### src/design/mfr_pkg.sv
// shared types and codes for the frame receiver
// no dependencies
`timescale 1ns / 1ps
`default_nettype none

package mfr_pkg;

    localparam logic [1:0] KIND_COMMAND = 2'd0;
    localparam logic [1:0] KIND_PAYLOAD = 2'd1;
    localparam logic [1:0] KIND_GOOD    = 2'd2;
    localparam logic [1:0] KIND_BAD     = 2'd3;

    localparam logic [1:0] CFG_HEADER_FIRST   = 2'd0;
    localparam logic [1:0] CFG_HEADER_SECOND  = 2'd1;
    localparam logic [1:0] CFG_DIRECTION_BYTE = 2'd2;

    localparam logic [7:0] RST_HEADER_FIRST   = 8'd36;
    localparam logic [7:0] RST_HEADER_SECOND  = 8'd77;
    localparam logic [7:0] RST_DIRECTION_BYTE = 8'd62;

    typedef struct packed {
        logic       frame_last;
        logic [7:0] payload_length;
        logic [7:0] frame_command;
        logic [7:0] data_byte;
        logic [1:0] kind;
    } res_t;

    typedef struct packed {
        logic valid;
        res_t res;
    } push_t;

endpackage

`default_nettype wire

### src/design/mfr_parser.sv
// front end: header matching, length/command capture, running checksum
// depends on mfr_pkg
`timescale 1ns / 1ps
`default_nettype none

module mfr_parser (
    input  wire logic          clk,
    input  wire logic          rst_n,
    input  wire logic          accept,
    input  wire logic [7:0]    rx_byte,
    input  wire logic          cfg_write,
    input  wire logic [1:0]    cfg_index,
    input  wire logic [7:0]    cfg_data,
    output mfr_pkg::push_t     push
);

    localparam logic [2:0] PH_IDLE    = 3'd0;
    localparam logic [2:0] PH_HDR1    = 3'd1;
    localparam logic [2:0] PH_HDR2    = 3'd2;
    localparam logic [2:0] PH_DIR     = 3'd3;
    localparam logic [2:0] PH_LEN     = 3'd4;
    localparam logic [2:0] PH_PAYLOAD = 3'd5;

    logic [7:0] header_first_reg;
    logic [7:0] header_second_reg;
    logic [7:0] direction_byte_reg;

    logic [2:0] phase_reg, phase_next;
    logic [7:0] xor_reg, xor_next;
    logic [7:0] expected_reg, expected_next;
    logic [7:0] taken_reg, taken_next;
    logic [7:0] command_reg, command_next;

    always_ff @(posedge clk or negedge rst_n)
    begin
        if (!rst_n)
        begin
            header_first_reg   <= mfr_pkg::RST_HEADER_FIRST;
            header_second_reg  <= mfr_pkg::RST_HEADER_SECOND;
            direction_byte_reg <= mfr_pkg::RST_DIRECTION_BYTE;
        end
        else if (cfg_write)
        begin
            case (cfg_index)
                mfr_pkg::CFG_HEADER_FIRST:   header_first_reg   <= cfg_data;
                mfr_pkg::CFG_HEADER_SECOND:  header_second_reg  <= cfg_data;
                mfr_pkg::CFG_DIRECTION_BYTE: direction_byte_reg <= cfg_data;
                default:                     ;
            endcase
        end
    end

    always_comb
    begin
        phase_next    = phase_reg;
        xor_next      = xor_reg;
        expected_next = expected_reg;
        taken_next    = taken_reg;
        command_next  = command_reg;
        push.valid    = 1'b0;
        push.res.kind           = mfr_pkg::KIND_COMMAND;
        push.res.data_byte      = rx_byte;
        push.res.frame_command  = command_reg;
        push.res.payload_length = expected_reg;
        push.res.frame_last     = 1'b0;
        case (phase_reg)
            PH_HDR1:
            begin
                phase_next = (rx_byte == header_second_reg) ? PH_HDR2 : PH_IDLE;
            end
            PH_HDR2:
            begin
                phase_next = (rx_byte == direction_byte_reg) ? PH_DIR : PH_IDLE;
            end
            PH_DIR:
            begin
                expected_next = rx_byte;
                taken_next    = 8'd0;
                xor_next      = rx_byte;
                phase_next    = PH_LEN;
            end
            PH_LEN:
            begin
                xor_next               = xor_reg ^ rx_byte;
                command_next           = rx_byte;
                phase_next             = PH_PAYLOAD;
                push.valid             = 1'b1;
                push.res.frame_command = rx_byte;
            end
            PH_PAYLOAD:
            begin
                push.valid = 1'b1;
                if (taken_reg < expected_reg)
                begin
                    xor_next      = xor_reg ^ rx_byte;
                    taken_next    = taken_reg + 8'd1;
                    push.res.kind = mfr_pkg::KIND_PAYLOAD;
                end
                else
                begin
                    phase_next          = PH_IDLE;
                    push.res.kind       = (xor_reg == rx_byte) ? mfr_pkg::KIND_GOOD
                                                               : mfr_pkg::KIND_BAD;
                    push.res.frame_last = 1'b1;
                end
            end
            default:
            begin
                phase_next = (rx_byte == header_first_reg) ? PH_HDR1 : PH_IDLE;
            end
        endcase
        push.valid = push.valid & accept;
    end

    always_ff @(posedge clk or negedge rst_n)
    begin
        if (!rst_n)
        begin
            phase_reg    <= PH_IDLE;
            xor_reg      <= 8'd0;
            expected_reg <= 8'd0;
            taken_reg    <= 8'd0;
            command_reg  <= 8'd0;
        end
        else if (accept)
        begin
            phase_reg    <= phase_next;
            xor_reg      <= xor_next;
            expected_reg <= expected_next;
            taken_reg    <= taken_next;
            command_reg  <= command_next;
        end
    end

endmodule

`default_nettype wire

### src/design/mfr_queue.sv
// short result queue between the parser and the output stage
// depends on mfr_pkg
`timescale 1ns / 1ps
`default_nettype none

module mfr_queue #(
    parameter int DEPTH = 2
) (
    input  wire logic          clk,
    input  wire logic          rst_n,
    input  wire mfr_pkg::push_t push,
    output logic               full,
    input  wire logic          pop,
    output logic               empty,
    output mfr_pkg::res_t      pop_data
);

    localparam int PTR_W = $clog2(DEPTH);
    localparam int CNT_W = $clog2(DEPTH + 1);

    mfr_pkg::res_t mem [DEPTH];

    logic [PTR_W-1:0] wr_ptr_reg, wr_ptr_next;
    logic [PTR_W-1:0] rd_ptr_reg, rd_ptr_next;
    logic [CNT_W-1:0] count_reg, count_next;
    logic             do_push;
    logic             do_pop;

    assign full     = (count_reg == CNT_W'(DEPTH));
    assign empty    = (count_reg == '0);
    assign do_push  = push.valid && !full;
    assign do_pop   = pop && !empty;
    assign pop_data = mem[rd_ptr_reg];

    always_comb
    begin
        wr_ptr_next = wr_ptr_reg;
        rd_ptr_next = rd_ptr_reg;
        count_next  = count_reg;
        if (do_push)
        begin
            wr_ptr_next = (wr_ptr_reg == PTR_W'(DEPTH - 1)) ? '0 : wr_ptr_reg + 1'b1;
        end
        if (do_pop)
        begin
            rd_ptr_next = (rd_ptr_reg == PTR_W'(DEPTH - 1)) ? '0 : rd_ptr_reg + 1'b1;
        end
        if (do_push && !do_pop)
        begin
            count_next = count_reg + 1'b1;
        end
        else if (do_pop && !do_push)
        begin
            count_next = count_reg - 1'b1;
        end
    end

    always_ff @(posedge clk)
    begin
        if (do_push)
        begin
            mem[wr_ptr_reg] <= push.res;
        end
    end

    always_ff @(posedge clk or negedge rst_n)
    begin
        if (!rst_n)
        begin
            wr_ptr_reg <= '0;
            rd_ptr_reg <= '0;
            count_reg  <= '0;
        end
        else
        begin
            wr_ptr_reg <= wr_ptr_next;
            rd_ptr_reg <= rd_ptr_next;
            count_reg  <= count_next;
        end
    end

`ifndef ASSERT_OFF
    a_count_bound: assert property (@(posedge clk) disable iff (!rst_n)
        count_reg <= CNT_W'(DEPTH))
        else $error("queue count above depth");

    a_push_grows: assert property (@(posedge clk) disable iff (!rst_n)
        (do_push && !do_pop) |=> (count_reg == $past(count_reg) + 1'b1))
        else $error("queue count did not grow on push");

    a_pop_shrinks: assert property (@(posedge clk) disable iff (!rst_n)
        (do_pop && !do_push) |=> (count_reg == $past(count_reg) - 1'b1))
        else $error("queue count did not shrink on pop");

    a_ptr_track: assert property (@(posedge clk) disable iff (!rst_n)
        empty |-> (wr_ptr_reg == rd_ptr_reg))
        else $error("empty queue with diverged pointers");
`endif

endmodule

`default_nettype wire

### src/design/mfr_out_stage.sv
// back end: output register driving the master stream
// depends on mfr_pkg
`timescale 1ns / 1ps
`default_nettype none

module mfr_out_stage (
    input  wire logic          clk,
    input  wire logic          rst_n,
    input  wire logic          q_empty,
    input  wire mfr_pkg::res_t q_data,
    output logic               q_pop,
    output logic               m_tvalid,
    input  wire logic          m_tready,
    output logic [23:0]        m_tdata,
    output logic [1:0]         m_tuser,
    output logic               m_tlast
);

    logic          valid_reg;
    mfr_pkg::res_t data_reg;

    assign q_pop = !q_empty && (!valid_reg || m_tready);

    always_ff @(posedge clk or negedge rst_n)
    begin
        if (!rst_n)
        begin
            valid_reg <= 1'b0;
        end
        else if (!valid_reg || m_tready)
        begin
            valid_reg <= !q_empty;
        end
    end

    always_ff @(posedge clk)
    begin
        if (q_pop)
        begin
            data_reg <= q_data;
        end
    end

    assign m_tvalid = valid_reg;
    assign m_tdata  = {data_reg.payload_length, data_reg.frame_command, data_reg.data_byte};
    assign m_tuser  = data_reg.kind;
    assign m_tlast  = data_reg.frame_last;

endmodule

`default_nettype wire

### src/design/msp_frame_receiver.sv
// serial frame receiver top level: parser, result queue, output stage
// depends on mfr_pkg, mfr_parser, mfr_queue, mfr_out_stage
// a byte that yields a result is written into the queue, then into the output register that drives m_tvalid
// throughput: one byte per cycle while the queue is not full; s_tready drops when it fills
// header and length bytes yield no result
// reset: rst_n clears the parse state, queue and output valid flag and restores the default header bytes
`timescale 1ns / 1ps
`default_nettype none

module msp_frame_receiver #(
    parameter int QUEUE_DEPTH = 2
) (
    input  wire logic        clk,
    input  wire logic        rst_n,
    input  wire logic        s_tvalid,
    output logic             s_tready,
    input  wire logic [7:0]  s_tdata,     // rx_byte
    output logic             m_tvalid,
    input  wire logic        m_tready,
    output logic [23:0]      m_tdata,     // data_byte, frame_command, payload_length
    output logic [1:0]       m_tuser,     // kind
    output logic             m_tlast,
    input  wire logic        cfg_valid,
    output logic             cfg_ready,
    input  wire logic [1:0]  cfg_index,
    input  wire logic [7:0]  cfg_data
);

    mfr_pkg::push_t push;
    mfr_pkg::res_t  q_data;
    logic           q_full;
    logic           q_empty;
    logic           q_pop;
    logic           accept;

    assign s_tready  = !q_full;
    assign accept    = s_tvalid && s_tready;
    assign cfg_ready = 1'b1;

    mfr_parser u_parser (
        .clk       (clk),
        .rst_n     (rst_n),
        .accept    (accept),
        .rx_byte   (s_tdata),
        .cfg_write (cfg_valid && cfg_ready),
        .cfg_index (cfg_index),
        .cfg_data  (cfg_data),
        .push      (push)
    );

    mfr_queue #(
        .DEPTH (QUEUE_DEPTH)
    ) u_queue (
        .clk      (clk),
        .rst_n    (rst_n),
        .push     (push),
        .full     (q_full),
        .pop      (q_pop),
        .empty    (q_empty),
        .pop_data (q_data)
    );

    mfr_out_stage u_out (
        .clk      (clk),
        .rst_n    (rst_n),
        .q_empty  (q_empty),
        .q_data   (q_data),
        .q_pop    (q_pop),
        .m_tvalid (m_tvalid),
        .m_tready (m_tready),
        .m_tdata  (m_tdata),
        .m_tuser  (m_tuser),
        .m_tlast  (m_tlast)
    );

endmodule

`default_nettype wire

### config.mk
export PLATFORM = sky130hd
export DESIGN_NAME = msp_frame_receiver
export DESIGN_NICKNAME = d
export VERILOG_FILES = /design/src/design/mfr_pkg.sv /design/src/design/mfr_parser.sv /design/src/design/mfr_queue.sv /design/src/design/mfr_out_stage.sv /design/src/design/msp_frame_receiver.sv
export SDC_FILE = /design/constraint.sdc
export NUM_CORES = 1
export LEC_CHECK = 0
export BUFFER_PORTS_ARGS = -buffer_cell sky130_fd_sc_hd__buf_2
export CORE_MARGIN = 10
export CORE_UTILIZATION = 59
export CTS_CLUSTER_DIAMETER = 50
export DETAILED_ROUTE_END_ITERATION = 7
export GPL_ROUTABILITY_DRIVEN = 0
export PLACE_DENSITY = 0.84
export SKIP_LAST_GASP = 1
export SYNTH_ARGS = -nofsm -noshare
export SYNTH_HDL_FRONTEND = slang
export SYNTH_SLANG_ARGS = --single-unit
### constraint.sdc
create_clock -name clk -period 2.85 [get_ports clk]
set_input_delay 0.1425 -clock clk [delete_from_list [all_inputs] [get_ports clk]]
set_output_delay 0.1425 -clock clk [all_outputs]
set_load 0.02 [all_outputs]
Yosys cells after proc, flatten, opt, wreduce, memory -nomap -nowiden
Memories as Yosys holds them, arrays and structs flattened. A register that Yosys moved wholly into a read port is not among the register bits.
Index checks and enable logic that the tools add are counted.

cells by class
  add/sub/neg operators = 5
  reductions and logical operators = 25
  equal/unequal tests = 14
  divide/modulo/power cells = 0
  $lt $le $gt $ge = 1
  muxes and demuxes = 22
  shift-type cells = 0
  bitwise operators = 2
  multipliers = 0

operators with widths
  operator                                                         number
  8-bit == test                                                    4
  8-bit two-way mux                                                3
  8-bit one-hot mux with 3 select lines                            1
  8-bit one-hot mux with 2 select lines                            1
  3-bit one-hot mux with 5 select lines                            1
  2-bit two-way mux                                                6
  2-bit AND reduction                                              5
  1-bit two-way mux                                                9
  8-bit by 1-bit adder with 8-bit output, second input constant    1
  8-bit < comparator                                               1
  8-bit XOR                                                        1
  3-bit by 2-bit == test with 1-bit output, second input constant  2
  3-bit == test, second input constant                             2
  1-bit logical AND                                                6
  3-bit AND reduction                                              2
  1-bit logical NOT                                                5
  2-bit == test, second input constant                             2
  2-bit logical NOT                                                2
  2-bit nonzero test                                               2
  3-bit by 1-bit == test with 1-bit output, second input constant  1
  3-bit two-way mux                                                1
  3-bit nonzero test                                               1
  1-bit adder, second input constant                               2
  2-bit by 1-bit adder with 2-bit output, second input constant    1
  other kinds (7)                                                  7

word-level totals
  memory bits (read-only) = 0
  register bits after elaboration = 64
  output and inout bits = 30
  latch bits = 0
  bits in writable memories = 54
  memories kept = 1

memories
  name         depth  width  read ports  clocked after memory_dff  write ports  line             source
  u_queue.mem  2      27     1           1                         1            mfr_queue.sv:21  mfr_pkg::res_t mem [DEPTH];

Depth between registers and ports, before layout
Gate-level depths: netlist (run 1).

  depth after elaboration = 9
  depth in mapped cells = 10
  depth with buffers taken out = 8

By module
From an unflattened synthesis (run 1), not the netlist that was laid out.

unflattened totals
  cell total of the unflattened synthesis = 467
  area total of the unflattened synthesis = 6,492.5 um2

by module, submodules not included
  module              cells each  times used  area each (um2)  seq. area each (um2)
  mfr_parser          328         1           3,365.7          1,490.2
  mfr_queue           103         1           2,244.7          1,721.7
  mfr_out_stage       32          1           860.8            835.8
  msp_frame_receiver  4           1           21.3             0.0

Worst setup path after synthesis (run 1)
No wires, ideal clock.

  path type = register -> register
  from = register u_queue.count_reg[0]
  to = memory u_queue.mem[1][0] (netlist bit) (enable)
  cell stages (with the launch flop) = 7
  path slack = 0.106 ns
  period minus slack after synthesis = 2.744 ns
  buffers on the path = 2
  library setup time = 0.409 ns
  required time = 2.441 ns
  arrival time = 2.335 ns
  path through = dfrtp_1 > nand2b_1 > and2_1 > clkbuf_2 > nand2_1 > buf_2 > nor2_1

on the way
  longest elaborated chain between the ends = 7

RTL lines
  element                                    line                      source
  start: declaration                         mfr_queue.sv:25           logic [CNT_W-1:0] count_reg, count_next;
  start signal: assignment                   mfr_queue.sv:78           count_reg <= count_next;
  2-bit == test *                            mfr_queue.sv:29           assign full = (count_reg == CNT_W'(DEPTH));
  1-bit logical NOT *                        msp_frame_receiver.sv:36  assign s_tready = !q_full;
  named net s_tready                         msp_frame_receiver.sv:16  output logic s_tready,
  1-bit logical AND                          msp_frame_receiver.sv:37  assign accept = s_tvalid && s_tready;
  1-bit AND                                  mfr_parser.sv:112         push.valid = push.valid & accept;
  1-bit logical AND *                        mfr_queue.sv:31           assign do_push = push.valid && !full;
  1-bit two-way mux *                        mfr_queue.sv:60           if (do_push)
  1-bit two-way mux (not written as such) *  mfr_queue.sv:62           mem[wr_ptr_reg] <= push.res;
  end: declaration                           mfr_queue.sv:21

Mark *: on every way through the listed nets, which the timed path passes. The rest lies on a longest branch.

Worst setup path in the final report (run 1)
  from = register u_parser.expected_reg[2]
  to = register u_parser.taken_reg[5]

on the way
  longest elaborated chain between the ends = 3

RTL lines
  element                                             line               source
  start: declaration                                  mfr_parser.sv:30   logic [7:0] expected_reg, expected_next;
  start signal: assignment                            mfr_parser.sv:129  expected_reg <= expected_next;
  8-bit < comparator                                  mfr_parser.sv:93   if (taken_reg < expected_reg)
  2-bit by 1-bit != test with 1-bit output (no line)  -
  3-bit AND reduction (no line)                       -
  end signal: assignment                              mfr_parser.sv:130  taken_reg <= taken_next;
  end: declaration                                    mfr_parser.sv:31   logic [7:0] taken_reg, taken_next;

No other way between the ends.
A chain may end at the register's enable or synchronous reset.

==> results.yml, run 1 <==
logic_synthesis:
  yosys_register_bits: 142
  synth_edf_count: 78
  syn-num-nets: 456
  netlist_area_um2: 6200
  async_flop_share_pct: 45.1
  ys.flop_type: "edfxtp_1"
  yosys.area.top_type: "edfxtp_1"
  yosys_warnings: 0
  synthCells: 424
  syn_avg_cell_area_um2: 14.6
  yosysSeqAreaShare_pct: 63.8
  synth.distinct_cells: 48
  netlist.area_leader.share_pct: 37.8
  ys_top_cells_by_area: "edfxtp_1 (38%), dfrtp_1 (21%), mux2_2 (14%), dfstp_2 (4.7%), xnor2_1 (3.7%)"
critical_path:
  critPathKind: "flip-flop to flip-flop"
  worstPathRequired_ns: 3.30
  critPathMaxFanout: 14
  slowest_delay_ns: 0.52
  r2r_setup_slack_ns: 0.37
  path_cells: "inv_1 -> ha_1 -> or3_1 -> a21oi_1 -> o31ai_4 -> buf_4 -> or4_1 -> nand3_1"
  cp.arrival_ns: 2.93
  end_kind: "flip-flop"
  cpMaxStageDelayCell: "or4_1"
  r2r_start: "u_parser.expected_reg[2]$_DFFE_PN0P_"
  r2r-end: "u_parser.taken_reg[5]$_DFFE_PN0P_"
  ff2ff_path_depth: 8
  start_kind: "flip-flop"
min_path:
  hold_end: "u_queue.mem[0][2]$_DFFE_PP_"
  worst_hold_startpoint: "s_tdata[0]"
  hp-class: "input pin to flip-flop"
  worstHoldPathCells: 1
sta:
  finalClockSkew_ns: 0.00907
  drv_slew: 0
  max-slew-margin-rel_pct: 27.0
  worstMarginPinSlew_ns: 1.09
  finalCritPeriodShare_pct: 87.0
  min_period_ns: 2.48
  setup_violations: 0
  fin_setup_tns_ns: 0
  hold_violations: 0
  grt_setup_unrepaired: "false"
  fmax_mhz: 404
die:
  die_x_um: 123
  placeableCoreArea_um2: 10300
  die-area_um2: 15000
  initial_core_util_pct: 60.4
  die_h_um: 123
  top_level_ports: 53
  rows: 37
layout:
  nets: 524
  syn_to_final_growth_pct: 17.7
  antenna_cells: 0
  regArea_um2: 3960
  max_flop_register: "u_queue.mem"
  drive_gt1_share_pct: 36.8
  multiInputGateArea_um2: 2120
  nFillCells: 673
  largest_register_ffs: 52
power_and_ir_drop:
  power_mw: 7.57
  peakVddDrop_mv: 0.466
  p_per_area_nw_per_um2: 1040
  p_leak_nw: 2.83
outcome:
  status: "finished clean"
global_routing:
  antenna_found_initial: 0
  grt_usage_pct: 17.1
  grt_max_degree: 28
  grt_pass1_wl_um: 19900
  grt_pass1_vias: 3836
  overflow: 0
clock_network:
  cts_inserted_buffers: 17
  cts_buffer_depth: 2
  cts-root-buf: "clkbuf_8"
  h-tree-depth: 4
  clock_sinks: 142
  clk_latency_ns: 0.52
  clkSlewWorstSetupHoldPaths_ns: 0.07
  tritoncts: "yes"
route:
  vias_per_cell: 5.76
  drt_iter0_drc: 300
  wl_um: 12100
  ant_nets: 0
  post-route-drc-count: 0
  vias: 3692
  routedWlPerCell_um: 18.9
  drtPass1Iterations: 5
place:
  place.port_buffers: 51
  hpwl_um: 7860
flow_run:
  maxCapViolCount: 0
-- power by group --
part | switching (mW) | total, mW | internal (mW)
registers | 0.323 | 3.27 | 2.95
logic | 1.24 | 2.16 | 0.921
clock network | 0.929 | 2.13 | 1.20
total | 2.50 | 7.57 | 5.07
-- critical path: cells and delay by family, from the launching register on --
family / cells / cell delay [ns]
AO/OA/AOI/OAI: 2 / 0.41
adder cells (fa/ha/maj): 1 / 0.31
buffers and inverters: 2 / 0.30
flip-flops: 1 / 0.38
AND/OR/NAND/NOR: 3 / 1.00
-- per-layer routing --
layer  vias up  routed length [µm]  track usage (%)
met2       135                6140             28.8
met5         -                   0                0
li1       1709                   -                -
met4         0                 178             6.63
met3        17                 855             5.00
met1      1831                4950             20.4
-- cell families after synthesis --
family                   after synthesis  share of synthesized area [%]
other                                  1                         0.0605
AO/OA/AOI/OAI                         37                           4.70
multiplexers                          75                           13.6
AND/OR/NAND/NOR                       89                           8.33
adder cells (fa/ha/maj)                9                           1.82
buffers and inverters                 33                           2.32
flip-flops                           142                           63.8
XOR/XNOR                              38                           5.37
-- through the flow --
stage | cells | util [%] | hold slack [ns] | setup slack [ns] | cell area [µm²]
3_5_place_dp | 598 | 64.2 | 0.0815 | 0.215 | 6600
2_1_floorplan | 424 | - | -0.153 | 0.106 | 6200
6_report | 641 | 71.0 | 0.0237 | 0.372 | 7300
3_3_place_gp | 598 | 64.2 | 0.0737 | 0.439 | 6600
4_1_cts | 641 | 71.0 | 0.00566 | 0.190 | 7290
5_1_grt | 641 | 71.0 | 0.0112 | 0.285 | 7300
-- cell usage after synthesis (12+ instances only) --
master / number
clkbuf_1: 13
dfrtp_1: 53
edfxtp_1: 78
inv_1: 12
mux2_2: 75
nand2_1: 17
nand2b_1: 12
o211ai_1: 13
xnor2_1: 26
xor2_1: 12
-- how the worst max path moves through the flow --
| stage | startpoint | endpoint | slack [ns] | cells past startpoint |
|---|---|---|---|---|
| 2_1_floorplan | u_queue.count_reg[0]$_DFFE_PN0P_ | u_queue.mem[1][0]$_DFFE_PP_ | 0.11 | 6 |
| 3_3_place_gp | u_parser.taken_reg[4]$_DFFE_PN0P_ | u_parser.xor_reg[5]$_DFFE_PN0P_ | 0.44 | 7 |
| 3_5_place_dp | u_parser.taken_reg[2]$_DFFE_PN0P_ | u_parser.xor_reg[3]$_DFFE_PN0P_ | 0.22 | 7 |
| 4_1_cts | u_parser.taken_reg[2]$_DFFE_PN0P_ | u_parser.xor_reg[3]$_DFFE_PN0P_ | 0.19 | 7 |
| 5_1_grt | u_parser.expected_reg[2]$_DFFE_PN0P_ | u_parser.taken_reg[6]$_DFFE_PN0P_ | 0.28 | 8 |
| 6_report | u_parser.expected_reg[2]$_DFFE_PN0P_ | u_parser.taken_reg[5]$_DFFE_PN0P_ | 0.37 | 8 |
-- layout make-up --
cell class | instances | area share (%)
inverters | 12 | 0.617
clock inverters | 15 | 2.37
repair buffers | 70 | 5.83
flip-flops and latches | 142 | 54.2
clock buffers | 17 | 5.67
well taps | 136 | 2.33
multi-input cells | 249 | 29.0
-- repair_timing --
item,4_1_cts,5_1_grt
setup buffers,0,0
resized for setup,0,1
hold buffers,11,0
endpoints found under the hold margin,80,0
setup endpoints to repair,0,2
-- placed cells by master (no fill, tap or decap), types with 2 or more instances in the layout --
| cell | netlist | layout |
|---|---|---|
| a21o_1 | 2 | 2 |
| a21oi_1 | 3 | 3 |
| and2_1 | 3 | 3 |
| buf_2 | 3 | 51 |
| buf_4 | 2 | 8 |
| clkbuf_16 | 0 | 16 |
| clkinv_4 | 0 | 3 |
| clkinv_8 | 0 | 2 |
| clkinvlp_4 | 0 | 2 |
| dfrtp_1 | 53 | 53 |
| dfstp_2 | 11 | 11 |
| dlygate4sd3_1 | 0 | 11 |
| edfxtp_1 | 78 | 78 |
| ha_1 | 9 | 9 |
| inv_1 | 12 | 12 |
| inv_6 | 0 | 4 |
| inv_8 | 0 | 3 |
| mux2_2 | 75 | 75 |
| nand2_1 | 17 | 17 |
| nand2b_1 | 12 | 12 |
| nand3_1 | 11 | 11 |
| nand3b_1 | 11 | 11 |
| nand4_1 | 5 | 5 |
| nor2_1 | 9 | 7 |
| nor2_2 | 0 | 2 |
| nor2b_1 | 2 | 2 |
| nor4_1 | 5 | 5 |
| o2111ai_1 | 8 | 8 |
| o211ai_1 | 13 | 13 |
| or2_2 | 2 | 2 |
| or4_1 | 5 | 5 |
| xnor2_1 | 26 | 26 |
| xor2_1 | 12 | 12 |
Note: power is estimated with default switching activity, not from simulation.
==> run 2, diff against run 1 <==
--- a/config.mk
+++ b/config.mk
@@ -11,6 +11,7 @@
 export CTS_CLUSTER_DIAMETER = 50
 export DETAILED_ROUTE_END_ITERATION = 7
 export GPL_ROUTABILITY_DRIVEN = 0
+export MAX_ROUTING_LAYER = met4
 export PLACE_DENSITY = 0.84
 export SKIP_LAST_GASP = 1
 export SYNTH_ARGS = -nofsm -noshare
==> results.yml, run 2 (synthesized netlist as in run 1, its figures left out) <==
sta:
  max-slew-margin-rel_pct: 26.9
  finalCritPeriodShare_pct: 87.0
  fin_setup_tns_ns: 0
  setup_ws_ns: 0.370
  finalClockSkew_ns: 0.0120
  hold_violations: 0
  fmax_mhz: 403
  drv_slew: 0
  grt_setup_unrepaired: "false"
  worstMarginPinSlew_ns: 1.10
  setup_violations: 0
  min_period_ns: 2.48
critical_path:
  worstPathRequired_ns: 3.29
  critPathMaxFanout: 14
  critPathKind: "flip-flop to flip-flop"
  path_cells: "inv_1 -> ha_1 -> or3_1 -> a21oi_1 -> o31ai_4 -> buf_4 -> or4_1 -> nand3_1"
  path_delay_family: "simple AND/OR/NAND/NOR gates"
  cpMaxStageDelayCell: "or4_1"
  path_buf_inv: 2
  start_kind: "flip-flop"
  end_kind: "flip-flop"
  r2r-end: "u_parser.taken_reg[5]$_DFFE_PN0P_"
  r2r_start: "u_parser.expected_reg[2]$_DFFE_PN0P_"
  ff2ff_path_depth: 8
  slowest_delay_ns: 0.52
  cp.arrival_ns: 2.92
  r2r_setup_slack_ns: 0.37
outcome:
  status: "finished clean"
power_and_ir_drop:
  peakVddDrop_mv: 0.461
  p_leak_nw: 2.83
  p_per_area_nw_per_um2: 1040
route:
  drt_iter0_drc: 256
  vias: 3672
  routedWlPerCell_um: 18.8
  vias_per_cell: 5.73
  wl_um: 12100
  ant_nets: 0
  post-route-drc-count: 0
  drtPass1Iterations: 5
clock_network:
  clock_sinks: 142
  clkSlewWorstSetupHoldPaths_ns: 0.07
  clk_latency_ns: 0.52
  cts-root-buf: "clkbuf_8"
  tritoncts: "yes"
  cts_buffer_depth: 2
  cts_inserted_buffers: 17
  h-tree-depth: 4
min_path:
  hp-class: "input pin to flip-flop"
  worst_hold_startpoint: "s_tdata[0]"
  worstHoldPathCells: 1
  hold_end: "u_queue.mem[0][2]$_DFFE_PP_"
layout:
  layout_common_cells: "edfxtp_1 (78), mux2_2 (75), dfrtp_1 (53)"
  nFillCells: 673
  nets: 524
  drive_gt1_share_pct: 36.8
  max_flop_register: "u_queue.mem"
  largest_register_ffs: 52
  antenna_cells: 0
  final_area_um2: 7300
  syn_to_final_growth_pct: 17.7
  layout_commonest_cell: "edfxtp_1"
global_routing:
  grt_pass1_vias: 3842
  overflow: 0
  antenna_found_initial: 0
  grt_pass1_wl_um: 20000
  grt_max_degree: 28
  grt_usage_pct: 17.7
place:
  hpwl_um: 7860
  place_ws_ns: 0.215
  place_area_um2: 6600
  place.port_buffers: 51
die:
  top_level_ports: 53
  die-area_um2: 15000
  placeableCoreArea_um2: 10300
  rows: 37
  die_x_um: 123
  die_h_um: 123
  initial_core_util_pct: 60.4
flow_run:
  maxCapViolCount: 0
==> run 2: cell counts in the layout (fill, tap and decap cells not counted) <==
Identical to the previous run, type by type.
==> run 2: metrics by stage <==
stage	hold slack (ns)	std cells	utilization [%]	total power, mW
4_1_cts	0.00566	641	71.0	7.61
6_report	0.0292	641	71.0	7.57
3_3_place_gp	0.0737	598	64.2	5.29
5_1_grt	0.0112	641	71.0	7.97
3_5_place_dp	0.0815	598	64.2	5.43
2_1_floorplan	-0.153	424	-	4.81
==> run 2: final cells by class <==
cell class,instances,area [µm²],share of cell area [%]
Tap cell,136,170,2.33
Multi-Input combinational cell,249,2120,29.0
Sequential cell,142,3960,54.2
Inverter,12,45.0,0.617
Clock inverter,15,173,2.37
Clock buffer,17,414,5.67
Timing Repair Buffer,70,425,5.83
==> run 2: how the worst max path moves through the flow <==
| stage | start | end | cells past startpoint |
|---|---|---|---|
| 2_1_floorplan | u_queue.count_reg[0]$_DFFE_PN0P_ | u_queue.mem[1][0]$_DFFE_PP_ | 6 |
| 3_3_place_gp | u_parser.taken_reg[4]$_DFFE_PN0P_ | u_parser.xor_reg[5]$_DFFE_PN0P_ | 7 |
| 3_5_place_dp | u_parser.taken_reg[2]$_DFFE_PN0P_ | u_parser.xor_reg[3]$_DFFE_PN0P_ | 7 |
| 4_1_cts | u_parser.taken_reg[2]$_DFFE_PN0P_ | u_parser.xor_reg[3]$_DFFE_PN0P_ | 7 |
| 5_1_grt | u_parser.expected_reg[2]$_DFFE_PN0P_ | u_parser.taken_reg[6]$_DFFE_PN0P_ | 8 |
| 6_report | u_parser.expected_reg[2]$_DFFE_PN0P_ | u_parser.taken_reg[5]$_DFFE_PN0P_ | 8 |
==> run 2: what timing repair did <==
action,in CTS,in global routing
resized for setup,0,1
buffers inserted,0,0
endpoints found under the hold margin,80,0
hold buffers,11,0
setup endpoints to repair,0,2
==> run 2: layer usage <==
metal / wire, µm / global-route usage [%]
met5: 0 / -
met1: 4950 / 20.5
met3: 847 / 4.78
met2: 6140 / 28.8
met4: 144 / 6.63
==> run 2: power by group <==
| group | switching, mW | internal [mW] |
|---|---|---|
| registers | 0.321 | 2.95 |
| clock network | 0.927 | 1.20 |
| logic | 1.25 | 0.921 |
==> run 3, diff against run 2 <==
==> constraint.sdc (replaced) <==
create_clock -name clk -period 2.85 [get_ports clk]
set_input_delay 0 -clock clk [delete_from_list [all_inputs] [get_ports clk]]
set_output_delay 0 -clock clk [all_outputs]
set_load 0.02 [all_outputs]
==> results.yml, run 3 (synthesized netlist as in run 1, its figures left out) <==
min_path:
  hold_end: "u_parser.header_first_reg[1]$_DFFE_PN0P_"
  worstHoldPathCells: 3
  worst_hold_startpoint: "cfg_valid"
  hp-class: "input pin to flip-flop"
sta:
  finalCritPeriodShare_pct: 90.8
  setup_ws_ns: 0.263
  holdWs_ns: 0.0858
  finalClockSkew_ns: 0.0102
  fmax_mhz: 387
  setup_violations: 0
  max-slew-margin-rel_pct: 31.1
  grt_setup_unrepaired: "false"
  worstMarginPinSlew_ns: 1.03
  drv_slew: 0
  hold_violations: 0
  fin_setup_tns_ns: 0
  min_period_ns: 2.59
route:
  ant_nets: 0
  drt_iter0_drc: 299
  vias_per_cell: 5.74
  wl_um: 12300
  drtPass1Iterations: 4
  post-route-drc-count: 0
  routedWlPerCell_um: 18.9
  vias: 3742
power_and_ir_drop:
  peakVddDrop_mv: 0.461
  power_mw: 7.67
  p_leak_nw: 2.88
  p_per_area_nw_per_um2: 1030
clock_network:
  tritoncts: "yes"
  clkSlewWorstSetupHoldPaths_ns: 0.06
  cts_resized: 0
  cts_inserted_buffers: 17
  cts-root-buf: "clkbuf_8"
  clk_latency_ns: 0.52
  h-tree-depth: 4
  cts_buffer_depth: 2
  clock_sinks: 142
layout:
  stdcell_count: 652
  nets: 535
  syn_to_final_growth_pct: 19.7
  max_flop_register: "u_queue.mem"
  final_area_um2: 7420
  largest_register_ffs: 52
  nFillCells: 666
  layout_common_cells: "edfxtp_1 (78), mux2_2 (75), dfrtp_1 (53)"
  drive_gt1_share_pct: 34.9
  antenna_cells: 0
  layout_commonest_cell: "edfxtp_1"
  final_util_pct: 72.2
place:
  place.port_buffers: 51
  hpwl_um: 7850
  place_ws_ns: 0.345
  dp.cells: 598
  place_area_um2: 6610
global_routing:
  grt_pass1_wl_um: 20100
  grt_pass1_vias: 4000
  antenna_found_initial: 0
  grt_usage_pct: 17.7
  overflow: 0
  grt_max_degree: 38
die:
  top_level_ports: 53
  placeableCoreArea_um2: 10300
  initial_core_util_pct: 60.4
  rows: 37
  die-area_um2: 15000
  die_x_um: 123
  die_h_um: 123
critical_path:
  cp.arrival_ns: 2.96
  critPathMaxFanout: 15
  r2r_start: "u_parser.taken_reg[4]$_DFFE_PN0P_"
  r2r_setup_slack_ns: 0.26
  start_kind: "flip-flop"
  critPathKind: "flip-flop to flip-flop"
  r2r-end: "u_parser.xor_reg[7]$_DFFE_PN0P_"
  end_kind: "flip-flop"
  ff2ff_path_depth: 7
  worstPathRequired_ns: 3.23
flow_run:
  maxCapViolCount: 0
outcome:
  status: "finished clean"
[run 3: how the worst max path moves through the flow]
stage / end / cells past startpoint / start / slack [ns]
2_1_floorplan: u_queue.mem[1][0]$_DFFE_PP_ / 6 / u_queue.count_reg[0]$_DFFE_PN0P_ / 0.11
3_3_place_gp: u_parser.xor_reg[5]$_DFFE_PN0P_ / 7 / u_parser.taken_reg[4]$_DFFE_PN0P_ / 0.48
3_5_place_dp: u_parser.xor_reg[7]$_DFFE_PN0P_ / 8 / u_parser.expected_reg[2]$_DFFE_PN0P_ / 0.34
4_1_cts: u_parser.xor_reg[7]$_DFFE_PN0P_ / 8 / u_parser.expected_reg[2]$_DFFE_PN0P_ / 0.31
5_1_grt: u_parser.xor_reg[7]$_DFFE_PN0P_ / 8 / u_parser.expected_reg[4]$_DFFE_PN0P_ / 0.06
6_report: u_parser.xor_reg[7]$_DFFE_PN0P_ / 7 / u_parser.taken_reg[4]$_DFFE_PN0P_ / 0.26
[run 3: layout make-up]
cell class	instances	area, µm²	share of cell area, %
flip-flops and latches	142	3960	53.3
multi-input cells	249	2110	28.4
repair buffers	81	548	7.38
clock buffers	22	433	5.83
well taps	136	170	2.29
clock inverters	10	163	2.19
inverters	12	45.0	0.607
[run 3: repair_timing]
| item | CTS | global route |
|---|---|---|
| setup endpoints to repair | 0 | 0 |
| hold buffers | 22 | 0 |
| hold endpoints to repair | 85 | 0 |
| setup buffers | 0 | 0 |
[run 3: where the power goes]
group | internal [mW] | switching, mW
registers | 2.95 | 0.329
clock network | 1.42 | 0.803
logic | 0.932 | 1.23
total | 5.31 | 2.36
[run 3: per-layer routing]
| metal | wire length, µm | part of all wire (%) | track usage, % | vias up |
|---|---|---|---|---|
| li1 | - | - | - | 1729 |
| met1 | 5120 | 42 | 19.9 | 1856 |
| met2 | 6250 | 51 | 29.1 | 133 |
| met3 | 721 | 5.9 | 5.14 | 24 |
| met4 | 232 | 1.9 | 7.07 | 0 |
| met5 | 0 | 0 | - | - |
[run 3: worst max-delay path: stages (launching register included)]
cell and delay (ns):
dfrtp_1 0.43, ha_1 0.31, o21a_1 0.11, a21oi_1 0.07
o31ai_2 0.70, buf_4 0.33, o211a_1 0.35, o211ai_1 0.14
